===== config.mk =====
export PLATFORM = sky130hd
export DESIGN_NAME = collating_string_compare_core_flat
export DESIGN_NICKNAME = d
export VERILOG_FILES = /design/src/csc_pkg.sv /design/src/csc_in_if.sv /design/src/csc_out_if.sv /design/src/csc_ram.sv /design/src/collating_string_compare_core.sv /design/src/flat_wrapper.sv
export SDC_FILE = /design/constraint.sdc
export NUM_CORES = 1
export LEC_CHECK = 0
export CORE_MARGIN = 8
export CORE_UTILIZATION = 40
export CTS_BUF_LIST = sky130_fd_sc_hd__clkbuf_8
export DETAILED_ROUTE_END_ITERATION = 7
export DONT_BUFFER_PORTS = 1
export SETUP_SLACK_MARGIN = 0.15
export SYNTH_ARGS = -nofsm -noshare
export SYNTH_HDL_FRONTEND = slang
export SYNTH_SLANG_ARGS = --single-unit

===== constraint.sdc =====
create_clock -name clk -period 5.1 [get_ports clk]
set_input_delay 1.02 -clock clk [delete_from_list [all_inputs] [get_ports clk]]
set_output_delay 1.02 -clock clk [all_outputs]
set_load 0.01 [all_outputs]

===== src/csc_pkg.sv =====
// Shared types, constants and operation codes of the collating string compare block.
// No dependencies; every other file takes what it needs from here by scoped name.
`default_nettype none

package csc_pkg;

  // Default depth of the left-string store.
  localparam int MAX_LEN_DEF = 64;

  localparam int FUNC_W  = 2;
  localparam int BYTE_W  = 8;
  localparam int ORDER_W = 2;

  typedef enum logic [FUNC_W-1:0] {
    FUNC_LEFT_BYTE  = 2'd0,
    FUNC_LEFT_END   = 2'd1,
    FUNC_RIGHT_BYTE = 2'd2,
    FUNC_RIGHT_END  = 2'd3
  } func_t;

  typedef logic signed [ORDER_W-1:0] order_t;

  localparam order_t ORD_BEFORE = 2'sb11;
  localparam order_t ORD_EQUAL  = 2'sb00;
  localparam order_t ORD_AFTER  = 2'sb01;

endpackage

`default_nettype wire


===== src/csc_in_if.sv =====
// Input channel of the collating string compare block: valid/ready plus one word.
// Depends on csc_pkg for the field widths.
`default_nettype none

interface csc_in_if;
  logic                          valid;
  logic                          ready;
  logic [csc_pkg::FUNC_W-1:0]    func;
  logic [csc_pkg::BYTE_W-1:0]    byte_in;

  modport source (output valid, output func, output byte_in, input ready);
  modport sink   (input valid, input func, input byte_in, output ready);
endinterface

`default_nettype wire


===== src/csc_out_if.sv =====
// Result channel of the collating string compare block: valid/ready plus one word.
// Depends on csc_pkg for the field widths.
`default_nettype none

interface csc_out_if;
  logic                              valid;
  logic                              ready;
  logic signed [csc_pkg::ORDER_W-1:0] order;
  logic                              overflow;

  modport source (output valid, output order, output overflow, input ready);
  modport sink   (input valid, input order, input overflow, output ready);
endinterface

`default_nettype wire


===== src/csc_ram.sv =====
// Generic single-write, single-read RAM with a registered read port.
// Self-contained; the read returns the old contents on a same-address write.
`default_nettype none

module csc_ram #(
  parameter int WIDTH = 8,
  parameter int DEPTH = 64
) (
  input  wire logic                     clk,
  input  wire logic                     we,
  input  wire logic [$clog2(DEPTH)-1:0] waddr,
  input  wire logic [WIDTH-1:0]         wdata,
  input  wire logic [$clog2(DEPTH)-1:0] raddr,
  output logic      [WIDTH-1:0]         rdata
);

  logic [WIDTH-1:0] mem [DEPTH];

  always_ff @(posedge clk) begin
    if (we) begin
      mem[waddr] <= wdata;
    end
    rdata <= mem[raddr];
  end

endmodule

`default_nettype wire


===== src/collating_string_compare_core.sv =====
// Top level of the collating string compare block: state, compare logic and result register.
// Depends on csc_pkg, csc_in_if, csc_out_if and csc_ram.
`default_nettype none

//  Channel | Direction | Handshake        | Word
//  --------+-----------+------------------+---------------------------------------
//  in_ch   | in        | valid / ready    | func (2 bits), byte_in (8 bits)
//  out_ch  | out       | valid / ready    | order (2 bits, signed), overflow (1 bit)
//  cfg     | in        | cfg_we only      | cfg_wdata: upper_first (1 bit)
//
//  Every input word is handled in the cycle in which it is accepted, so while input is not
//  stalled the block takes one word per cycle, set by the single store read per right byte.
//  Only an end-of-right word produces a result; it appears in the cycle after acceptance and
//  is held in the result register until the sink takes it.
//  Input is stalled only while the result register is full and the sink is not taking it.
//  Reset (rst_n low, synchronous) clears all control state and sets upper_first; the store
//  contents are left as they are and need no clearing pass.

module collating_string_compare_core #(
  parameter int MAX_LEN = csc_pkg::MAX_LEN_DEF
) (
  input  wire logic  clk,
  input  wire logic  rst_n,
  csc_in_if.sink     in_ch,
  csc_out_if.source  out_ch,
  input  wire logic  cfg_we,
  input  wire logic  cfg_wdata
);

  localparam int LEN_W  = $clog2(MAX_LEN + 1);
  localparam int ADDR_W = $clog2(MAX_LEN);
  localparam logic [LEN_W-1:0] LEN_MAX = LEN_W'(MAX_LEN);

  // Character classes used by the collation rules.
  function automatic logic is_ws(input logic [7:0] b);
    return ((b >= 8'd9) && (b <= 8'd13)) || (b == 8'd32);
  endfunction

  function automatic logic is_up(input logic [7:0] b);
    return (b >= 8'd65) && (b <= 8'd90);
  endfunction

  function automatic logic is_low(input logic [7:0] b);
    return (b >= 8'd97) && (b <= 8'd122);
  endfunction

  function automatic logic [7:0] to_up(input logic [7:0] b);
    return is_low(b) ? (b - 8'd32) : b;
  endfunction

  // Comparison state.
  logic                upper_first_r;
  logic [LEN_W-1:0]    left_len_r, left_len_nxt;
  logic                left_trim_r, left_trim_nxt;
  logic                right_trim_r, right_trim_nxt;
  logic [LEN_W-1:0]    right_pos_r, right_pos_nxt;
  logic                decided_r, decided_nxt;
  csc_pkg::order_t     decision_r, decision_nxt;
  csc_pkg::order_t     case_tie_r, case_tie_nxt;
  logic                ovf_r, ovf_nxt;

  // Result register.
  logic                out_valid_r, out_valid_nxt;
  csc_pkg::order_t     out_order_r, out_order_nxt;
  logic                out_ovf_r, out_ovf_nxt;

  // Store ports and the same-cycle write bypass.
  logic                ram_we;
  logic [ADDR_W-1:0]   ram_waddr;
  logic [ADDR_W-1:0]   ram_raddr;
  logic [7:0]          ram_rdata;
  logic                byp_r;
  logic [7:0]          byp_data_r;
  logic [7:0]          left_byte;

  logic                in_acc;
  csc_pkg::func_t      func;
  logic [7:0]          rbyte;
  logic                both_letters;
  logic                good_case;

  // A new word is taken whenever the result register is empty or being emptied.
  assign in_ch.ready = !out_valid_r || out_ch.ready;
  assign in_acc      = in_ch.valid && in_ch.ready;
  assign func        = csc_pkg::func_t'(in_ch.func);
  assign rbyte       = in_ch.byte_in;

  // The read port fetches the entry at the next right position (entry 0 once past the store),
  // so the stored byte for the current position is ready in the read register when a right
  // byte arrives. A write to that same entry in the fetch cycle is forwarded past the RAM.
  assign left_byte    = byp_r ? byp_data_r : ram_rdata;
  assign both_letters = (is_up(left_byte) || is_low(left_byte)) && (is_up(rbyte) || is_low(rbyte));
  assign good_case    = upper_first_r ? is_up(left_byte) : is_low(left_byte);
  assign ram_waddr    = left_len_r[ADDR_W-1:0];
  assign ram_raddr    = (right_pos_nxt < LEN_MAX) ? right_pos_nxt[ADDR_W-1:0] : '0;

  always_comb begin
    left_len_nxt   = left_len_r;
    left_trim_nxt  = left_trim_r;
    right_trim_nxt = right_trim_r;
    right_pos_nxt  = right_pos_r;
    decided_nxt    = decided_r;
    decision_nxt   = decision_r;
    case_tie_nxt   = case_tie_r;
    ovf_nxt        = ovf_r;
    ram_we         = 1'b0;
    out_valid_nxt  = out_valid_r && !out_ch.ready;
    out_order_nxt  = out_order_r;
    out_ovf_nxt    = out_ovf_r;

    if (in_acc) begin
      unique case (func)
        csc_pkg::FUNC_LEFT_BYTE: begin
          // Leading whitespace is dropped; anything past the store depth only flags overflow.
          if (!(left_trim_r && is_ws(rbyte))) begin
            left_trim_nxt = 1'b0;
            if (left_len_r < LEN_MAX) begin
              ram_we       = 1'b1;
              left_len_nxt = left_len_r + LEN_W'(1);
            end else begin
              ovf_nxt = 1'b1;
            end
          end
        end
        csc_pkg::FUNC_LEFT_END: begin
          right_trim_nxt = 1'b1;
          right_pos_nxt  = '0;
          decided_nxt    = 1'b0;
          decision_nxt   = csc_pkg::ORD_EQUAL;
          case_tie_nxt   = csc_pkg::ORD_EQUAL;
        end
        csc_pkg::FUNC_RIGHT_BYTE: begin
          if (!(right_trim_r && is_ws(rbyte))) begin
            right_trim_nxt = 1'b0;
            if (!decided_r) begin
              priority if (right_pos_r >= left_len_r) begin
                // The right string is longer than the left.
                decided_nxt  = 1'b1;
                decision_nxt = csc_pkg::ORD_BEFORE;
              end else if (left_byte == rbyte) begin
                right_pos_nxt = right_pos_r + LEN_W'(1);
              end else if (both_letters && (to_up(left_byte) == to_up(rbyte))) begin
                // Case twins: a wrong-way pair always wins, a right-way pair only sets an
                // empty tie.
                if (!good_case) begin
                  case_tie_nxt = csc_pkg::ORD_AFTER;
                end else if (case_tie_r == csc_pkg::ORD_EQUAL) begin
                  case_tie_nxt = csc_pkg::ORD_BEFORE;
                end
                right_pos_nxt = right_pos_r + LEN_W'(1);
              end else if (both_letters) begin
                decided_nxt  = 1'b1;
                decision_nxt = (to_up(left_byte) < to_up(rbyte)) ? csc_pkg::ORD_BEFORE
                                                                  : csc_pkg::ORD_AFTER;
              end else begin
                decided_nxt  = 1'b1;
                decision_nxt = ($signed(left_byte) < $signed(rbyte)) ? csc_pkg::ORD_BEFORE
                                                                      : csc_pkg::ORD_AFTER;
              end
            end
          end
        end
        csc_pkg::FUNC_RIGHT_END: begin
          out_valid_nxt = 1'b1;
          out_ovf_nxt   = ovf_r;
          priority if (decided_r) begin
            out_order_nxt = decision_r;
          end else if (right_pos_r < left_len_r) begin
            // The left string is longer than the right.
            out_order_nxt = csc_pkg::ORD_AFTER;
          end else begin
            out_order_nxt = case_tie_r;
          end
          right_trim_nxt = 1'b1;
          right_pos_nxt  = '0;
          decided_nxt    = 1'b0;
          decision_nxt   = csc_pkg::ORD_EQUAL;
          case_tie_nxt   = csc_pkg::ORD_EQUAL;
          left_len_nxt   = '0;
          left_trim_nxt  = 1'b1;
          ovf_nxt        = 1'b0;
        end
        default: begin
        end
      endcase
    end
  end

  always_ff @(posedge clk) begin
    if (!rst_n) begin
      upper_first_r <= 1'b1;
      left_len_r    <= '0;
      left_trim_r   <= 1'b1;
      right_trim_r  <= 1'b1;
      right_pos_r   <= '0;
      decided_r     <= 1'b0;
      decision_r    <= csc_pkg::ORD_EQUAL;
      case_tie_r    <= csc_pkg::ORD_EQUAL;
      ovf_r         <= 1'b0;
      out_valid_r   <= 1'b0;
      byp_r         <= 1'b0;
    end else begin
      if (cfg_we) begin
        upper_first_r <= cfg_wdata;
      end
      left_len_r    <= left_len_nxt;
      left_trim_r   <= left_trim_nxt;
      right_trim_r  <= right_trim_nxt;
      right_pos_r   <= right_pos_nxt;
      decided_r     <= decided_nxt;
      decision_r    <= decision_nxt;
      case_tie_r    <= case_tie_nxt;
      ovf_r         <= ovf_nxt;
      out_valid_r   <= out_valid_nxt;
      byp_r         <= ram_we && (ram_waddr == ram_raddr);
    end
  end

  always_ff @(posedge clk) begin
    out_order_r <= out_order_nxt;
    out_ovf_r   <= out_ovf_nxt;
    byp_data_r  <= rbyte;
  end

  csc_ram #(
    .WIDTH (8),
    .DEPTH (MAX_LEN)
  ) u_store (
    .clk   (clk),
    .we    (ram_we),
    .waddr (ram_waddr),
    .wdata (rbyte),
    .raddr (ram_raddr),
    .rdata (ram_rdata)
  );

  assign out_ch.valid    = out_valid_r;
  assign out_ch.order    = out_order_r;
  assign out_ch.overflow = out_ovf_r;

  // The right position never runs past the stored left string.
  a_pos_in_range: assert property (@(posedge clk) disable iff (!rst_n)
    right_pos_r <= left_len_r) else $error("right position beyond left length");

  // Overflow can only be flagged once the store is full.
  a_ovf_full: assert property (@(posedge clk) disable iff (!rst_n)
    ovf_r |-> (left_len_r == LEN_MAX)) else $error("overflow with store not full");

  // A settled comparison always carries a non-equal decision.
  a_decision: assert property (@(posedge clk) disable iff (!rst_n)
    decided_r |-> (decision_r != csc_pkg::ORD_EQUAL)) else $error("decided without order");

  // An accepted end of right string leaves a result waiting next cycle and clears the state.
  a_result: assert property (@(posedge clk) disable iff (!rst_n)
    (in_acc && (func == csc_pkg::FUNC_RIGHT_END)) |=> (out_valid_r && (left_len_r == '0)))
    else $error("end of right string gave no result");

endmodule

`default_nettype wire

===== src/flat_wrapper.sv =====
// flat-port wrapper written by rule: the top's interface ports become plain ports
module collating_string_compare_core_flat 
#(
  parameter int MAX_LEN = csc_pkg::MAX_LEN_DEF
)
  (clk, rst_n, cfg_we, cfg_wdata, in_ch_valid, in_ch_func, in_ch_byte_in, in_ch_ready, out_ch_valid, out_ch_order, out_ch_overflow, out_ch_ready);
  csc_in_if in_ch_i ();
  csc_out_if out_ch_i ();
  input  wire logic clk;
  input  wire logic rst_n;
  input  wire logic cfg_we;
  input  wire logic cfg_wdata;
  input wire logic [$bits(in_ch_i.valid)-1:0] in_ch_valid;
  input wire logic [$bits(in_ch_i.func)-1:0] in_ch_func;
  input wire logic [$bits(in_ch_i.byte_in)-1:0] in_ch_byte_in;
  output wire logic [$bits(in_ch_i.ready)-1:0] in_ch_ready;
  output wire logic [$bits(out_ch_i.valid)-1:0] out_ch_valid;
  output wire logic [$bits(out_ch_i.order)-1:0] out_ch_order;
  output wire logic [$bits(out_ch_i.overflow)-1:0] out_ch_overflow;
  input wire logic [$bits(out_ch_i.ready)-1:0] out_ch_ready;
  assign in_ch_i.valid = in_ch_valid;
  assign in_ch_i.func = in_ch_func;
  assign in_ch_i.byte_in = in_ch_byte_in;
  assign in_ch_ready = in_ch_i.ready;
  assign out_ch_valid = out_ch_i.valid;
  assign out_ch_order = out_ch_i.order;
  assign out_ch_overflow = out_ch_i.overflow;
  assign out_ch_i.ready = out_ch_ready;
  collating_string_compare_core #(.MAX_LEN(MAX_LEN)) u_core (.clk(clk), .rst_n(rst_n), .in_ch(in_ch_i), .out_ch(out_ch_i), .cfg_we(cfg_we), .cfg_wdata(cfg_wdata));
endmodule

# Word level (Yosys, flattened, before mapping)
# Memory sizes are Yosys's and may differ from the RTL's. A register that Yosys moved wholly into a read port is not among the register bits.
# Index checks and enable logic that the tools add are counted.
# totals
ff_bits	36
mem_bits_rw	512
input_bits	16
out_inout_bits	5
elab_cells	138
mem_count	1
# op_classes
add_sub_neg	4
magnitude_cmp	16
n_eq_ne	18
mux	55
n_reduce_logical	30
# mem_list
memory	words	word_bits	read_ports	rd_ports_with_merged_regs	write_ports	line_no	source
u_core.u_store.mem	64	8	1	1	1	csc_ram.sv:17	logic [WIDTH-1:0] mem [DEPTH];
# ops
cell	n
7-bit 2-to-1 mux	8
2-bit 2-to-1 mux	17
8-bit by 7-bit >= comparator with 1-bit output, second input constant	4
8-bit by 7-bit less-or-equal comparator with 1-bit output, second input constant	4
7-bit one-hot mux with 2 select lines	2
8-bit 2-to-1 mux	3
1-bit 2-to-1 mux	18
8-bit equality test	2
8-bit < comparator	2
8-bit by 6-bit subtractor with 8-bit output, second input constant	2
7-bit by 1-bit adder with 7-bit output, second input constant	2
7-bit < comparator, second input constant	2
1-bit logical AND	12
2-bit inequality test, second input constant	6
8-bit by 6-bit equality test with 1-bit output, second input constant	1
8-bit by 4-bit >= comparator with 1-bit output, second input constant	1
8-bit by 4-bit less-or-equal comparator with 1-bit output, second input constant	1
1-bit one-hot mux with 2 select lines	4
2-bit one-hot mux with 2 select lines	2
4-bit AND reduction	2
8-bit AND reduction	1
7-bit >= comparator	1
7-bit < comparator	1
6-bit equality test	1
other kinds (14)	24

# Depth between registers and ports, before layout
# depth
word_depth	17
ltp_mapped	24
mapped_depth_nobuf	19

# Hierarchy
# From an unflattened synthesis, not the netlist that was laid out.
# hier_totals
cells_unflattened	1271
area_unflattened_um2	22939.5
# by_module_without_submodules
mod	n_inst	cells_each	area_per_inst_um2	seq_area_each_um2
csc_ram	1	940	20161.8	15534.9
collating_string_compare_core	1	331	2777.7	750.7

# Worst setup path after synthesis
# OpenSTA, ideal clock, no wires.
# synth_path
path_kind	input port to flip-flop
start	in in_ch_byte_in[2]
end	reg u_core.u_store.rdata[0] (read register of u_core.u_store.mem)
arrival_time_ps	4530
setup_slack_ps	445
cell_stages	19
n_path_buf	2
path_cell_list	or3_4 -> o311ai_1 -> nor3_1 -> nand2_1 -> nand2_1 -> ha_1 -> nand4_1 -> nor2_1 -> nand2_1 -> or4_1 -> nand3_2 -> nand2_4 -> buf_6 -> buf_6 -> o221ai_2 -> o21ai_1 -> a221oi_1 -> nor2_1 -> o41a_1
# synth_via
elab_chain_cells	14
word_cells_on_any_way	28
# synth_rtl
item	line_no	source
start: declaration	flat_wrapper.sv:15	input wire logic [$bits(in_ch_i.byte_in)-1:0] in_ch_byte_in;
8-bit by 7-bit >= comparator with 1-bit output (tied with other cells)	collating_string_compare_core.sv:44	return (b >= 8'd97) && (b <= 8'd122);
1-bit logical AND (on tied branches)	collating_string_compare_core.sv:44, collating_string_compare_core.sv:40	
8-bit 2-to-1 mux or 1-bit logical OR (tied branches)	collating_string_compare_core.sv:48, collating_string_compare_core.sv:92	
8-bit equality test or 1-bit logical AND (tied branches)	collating_string_compare_core.sv:142, collating_string_compare_core.sv:92	
1-bit logical AND	collating_string_compare_core.sv:142	end else if (both_letters && (to_up(left_byte) == to_up(rbyte))) begin
7-bit 2-to-1 mux	collating_string_compare_core.sv:142	
7-bit 2-to-1 mux	collating_string_compare_core.sv:140	end else if (left_byte == rbyte) begin
7-bit 2-to-1 mux	collating_string_compare_core.sv:136	priority if (right_pos_r >= left_len_r) begin
7-bit 2-to-1 mux	collating_string_compare_core.sv:135	if (!decided_r) begin
7-bit 2-to-1 mux *	collating_string_compare_core.sv:133	if (!(right_trim_r && is_ws(rbyte))) begin
7-bit one-hot mux with 2 select lines *	collating_string_compare_core.sv:112	unique case (func)
7-bit 2-to-1 mux *	collating_string_compare_core.sv:111	if (in_acc) begin
7-bit < comparator	collating_string_compare_core.sv:95	assign ram_raddr = (right_pos_nxt < LEN_MAX) ? right_pos_nxt[ADDR_W-1:0] : '0;
6-bit 2-to-1 mux *	collating_string_compare_core.sv:95	
end: declaration	csc_ram.sv:14	output logic [WIDTH-1:0] rdata
# Every way passes the cells marked *; elsewhere a longest branch is shown, timed or not.
# A chain may end at the register's enable or synchronous reset.

# Final worst setup path
# layout_path
start	reg u_core.byp_r
end	reg u_core.u_store.rdata[6] (read register of u_core.u_store.mem)
# layout_via
elab_chain_cells	15
word_cells_on_any_way	23
# layout_rtl
item	line_no	source
start: declaration	collating_string_compare_core.sv:72	logic byp_r;
start signal: assignment	collating_string_compare_core.sv:215	byp_r <= ram_we && (ram_waddr == ram_raddr);
8-bit 2-to-1 mux *	collating_string_compare_core.sv:91	assign left_byte = byp_r ? byp_data_r : ram_rdata;
8-bit by 7-bit >= comparator with 1-bit output (tied with other cells)	collating_string_compare_core.sv:44	
1-bit logical AND (on tied branches)	collating_string_compare_core.sv:44, collating_string_compare_core.sv:40	
8-bit 2-to-1 mux or 1-bit logical OR (tied branches)	collating_string_compare_core.sv:48, collating_string_compare_core.sv:92	
8-bit equality test or 1-bit logical AND (tied branches)	collating_string_compare_core.sv:142, collating_string_compare_core.sv:92	
1-bit logical AND	collating_string_compare_core.sv:142	
7-bit 2-to-1 mux	collating_string_compare_core.sv:142	
7-bit 2-to-1 mux *	collating_string_compare_core.sv:140	
7-bit 2-to-1 mux *	collating_string_compare_core.sv:136	
7-bit 2-to-1 mux *	collating_string_compare_core.sv:135	
7-bit 2-to-1 mux *	collating_string_compare_core.sv:133	
7-bit one-hot mux with 2 select lines *	collating_string_compare_core.sv:112	
7-bit 2-to-1 mux *	collating_string_compare_core.sv:111	
7-bit < comparator	collating_string_compare_core.sv:95	
6-bit 2-to-1 mux *	collating_string_compare_core.sv:95	
# Marks and branches as above.

==> results.toml <==
[routing]
routed_wl_mm = 67.6
route.detailed.drc = 0
post_drt_wl_per_cell_um = 25.0
vias = 15600
dr.pass1.iters = 5
viasPerCell = 5.78
drt_iter0_drc = 1748
drtAntennaViolNets = 0

[worst_setup_path]
crit_path_frequent_cell = "buf_4"
r2r_start = "u_core.byp_r"
cp.arrival_ps = 5320
cp-start-kind = "flip-flop"
crit_chain = "buf_4 -> nand3b_1 -> a221oi_2 -> a2111oi_4 -> a21o_1 -> ha_1 -> nand4_1 -> nor2_1 -> buf_4 -> nand2_1 -> o32a_4 -> mux2i_4 -> nand2_8 -> buf_12 -> buf_4 -> mux4_2 -> nand2_1 -> nand4_1 -> o211a_1"
crit_slowest_cell = "mux4_2"
startpoint = "u_core.byp_r"
crit_type = "reg -> reg"
max_stage_delay_ps = 550
worstPathMaxFanout = 24
critPathRequiredTime_ps = 5680
worstSetupEndpointType = "flip-flop"

[hold_path]
min-delay-start = "in_ch_byte_in[5]"
hp-class = "in -> reg"

[global_routing]
grt_pass1_vias = 15300
grt.overflow.total = 0
grt_usage = 0.200
grt_start_max_net_pins = 73
antenna_found_initial = 1
grt_pass1_wl_mm = 101

[synthesis]
synth_top_area_cell = "edfxtp_1"
synth_cells = 1662
ys.flop_type = "edfxtp_1"
ys_async_sr_fraction = 0
ys_top_cells_by_area = "edfxtp_1 (67%), dfxtp_1 (3.5%), nand2_1 (3.0%)"
synth_edf_count = 515
synth_warnings = 0
seq_area_frac_synth = 0.703
yosysTopAreaCellShare = 0.667
syn_nets = 1708
synth_area_mm2 = 0.0232
yosysUniqueCellTypes = 81
ys_ff_latch = 556
syn_avg_cell_area_um2 = 13.9

[final_layout]
nNetsFinal = 1905
drive_above_1_share = 0.193
final_cell_mix = "edfxtp_1 (515), nand2_1 (183), buf_4 (175)"
syn2layout_area_growth_pct = 17.8
fin_util = 0.475
final_common_cell = "edfxtp_1"
stdcell_area_mm2 = 0.0273

[die]
ios = 21
dieArea_mm2 = 0.0659
die_width_um = 257
die_y_um = 257
coreArea_mm2 = 0.0575
start_util = 0.403
row_count = 88

[clock_tree]
htreeDepth = 3
path_clk_slew_ps = 60
insertion_delay_ps = 690
cts_tree = "built"
cts_sinks = 556
hold_buffers = 0
cts_buffers = 88
cts_buffer_depth = 3
cts-root-buf = "clkbuf_8"

[timing]
fin_crit_sh = 0.929
maxSlewViolCount = 0
fmax_ghz = 0.211
slew_headroom = 0.345
worst_slew_pin_slew_ps = 979
skew_ps = 42.5
setup_viol = 0
rsz0062_at_grt = "no"
post-route-min-period_ps = 4740
final_hold_viol_count = 0

[placement]
dp.final_hpwl_mm = 43.1
gp_congestion = 0.908
port-buffer-count = 0
place_area_mm2 = 0.0255

[power_and_ir_drop]
ir_worst_vdd_uv = 198
power_per_cell_area_mw_per_mm2 = 321
p_leak_nw = 9.34

[flow_run]
cap_violations = 0

[run_status]
status = "finished clean"
-- area by class of cell --
class / instances / area (um^2)
fill: 5104 / 30200
sequential: 556 / 16300
tap: 765 / 957
clock inverter: 72 / 404
antenna: 1 / 2.50
clock buffer: 92 / 1270
inverter: 28 / 105
multi-input combinational: 984 / 6440
timing repair buffer: 201 / 1830
-- critical path, delay by kind of cell, from the launching register on --
kind                       cells  cell delay [ps]
and+or+nand+nor                7             1060
muxes                          2              770
adders and majority gates      1              300
AOI/OAI and AO/OA              5             1360
buffers and inverters          4              730
DFF                            1              380
-- kinds of logic after synthesis --
group,Yosys count,synth area share
fa+ha+maj,30,0.0162
compound gates,351,0.110
buf+inv,122,0.0238
simple gates,527,0.105
flops,556,0.703
xor+xnor,17,0.00642
mux,59,0.0356
-- worst paths after layout --
| path | slack (ps) | endpoint | cells past startpoint |
|---|---|---|---|
| setup / recovery | 360 | u_core.u_store.rdata[6] | 19 |
| hold / removal | 370 | u_core.byp_data_r[5] | 0 |
| setup reg to reg | 360 | u_core.u_store.rdata[6] | 19 |
| hold reg to reg | 460 | u_core.out_ch.overflow | 0 |
-- stage by stage --
| stage | TNS [ps] | hold WS [ps] | total power [mW] | std cells | setup WS, ps |
|---|---|---|---|---|---|
| 6_report | 0 | 370 | 8.77 | 2699 | 363 |
| 3_3_place_gp | -735 | 446 | 5.22 | 2533 | -276 |
| 3_5_place_dp | -538 | 444 | 5.23 | 2533 | -221 |
| 4_1_cts | 0 | 325 | 8.84 | 2697 | 202 |
| 2_1_floorplan | 0 | 408 | 5.19 | 1662 | 445 |
| 5_1_grt | 0 | 331 | 9.05 | 2699 | 159 |
-- report_power, final --
group          internal (mW)  switching [mW]  total [mW]
clock                   1.88            1.75        3.63
combinational         0.0538          0.0740       0.128
sequential              4.99          0.0168        5.01
total                   6.92            1.84        8.77
-- metal layers --
metal	GRT usage	up-vias	share of wire	wire, um
li1	-	6931	-	-
met1	0.272	7812	0.43	28900
met2	0.315	730	0.46	31100
met3	0.0505	114	0.086	5810
met4	0.0602	0	0.026	1750
met5	0	-	0	0
-- Yosys cell counts (6+ instances only) --
| master | n |
|---|---|
| nor4_1 | 6 |
| inv_1 | 27 |
| mux2i_1 | 33 |
| a2111oi_0 | 6 |
| buf_2 | 36 |
| xnor2_1 | 16 |
| a211oi_1 | 11 |
| nor2b_1 | 11 |
| dfxtp_1 | 41 |
| mux2_2 | 8 |
| mux4_2 | 17 |
| a31oi_1 | 21 |
| o21bai_1 | 7 |
| edfxtp_1 | 515 |
| and2_1 | 12 |
| a311oi_1 | 9 |
| nor3_1 | 23 |
| nand3_1 | 101 |
| and4_1 | 9 |
| buf_1 | 11 |
| a32oi_1 | 10 |
| nand2_1 | 184 |
| clkbuf_1 | 39 |
| o221ai_1 | 76 |
| nand4_1 | 14 |
| or2_2 | 6 |
| o211ai_1 | 13 |
| a21oi_1 | 51 |
| nor2_1 | 129 |
| o21ai_0 | 47 |
| o22ai_1 | 44 |
| ha_1 | 30 |
| and3_1 | 11 |
-- flip-flops by register name (all words and copies together), names as in the netlist, 2 cells and up --
| name | cells |
|---|---|
| u_core.u_store.mem | 512 |
| u_core.out_ch.order | 2 |
| u_core.decision_r | 2 |
| u_core.left_len_r | 7 |
| u_core.right_pos_r | 7 |
| u_core.byp_data_r | 8 |
| u_core.u_store.rdata | 8 |
| u_core.case_tie_r | 2 |
-- timing repair --
action                                  CTS  global route
pin swaps                                 0             1
gates resized for setup                   8             9
endpoints found under the setup margin    8             8
setup buffers                             0             1
No activity file was read; power rests on OpenSTA's default activity.
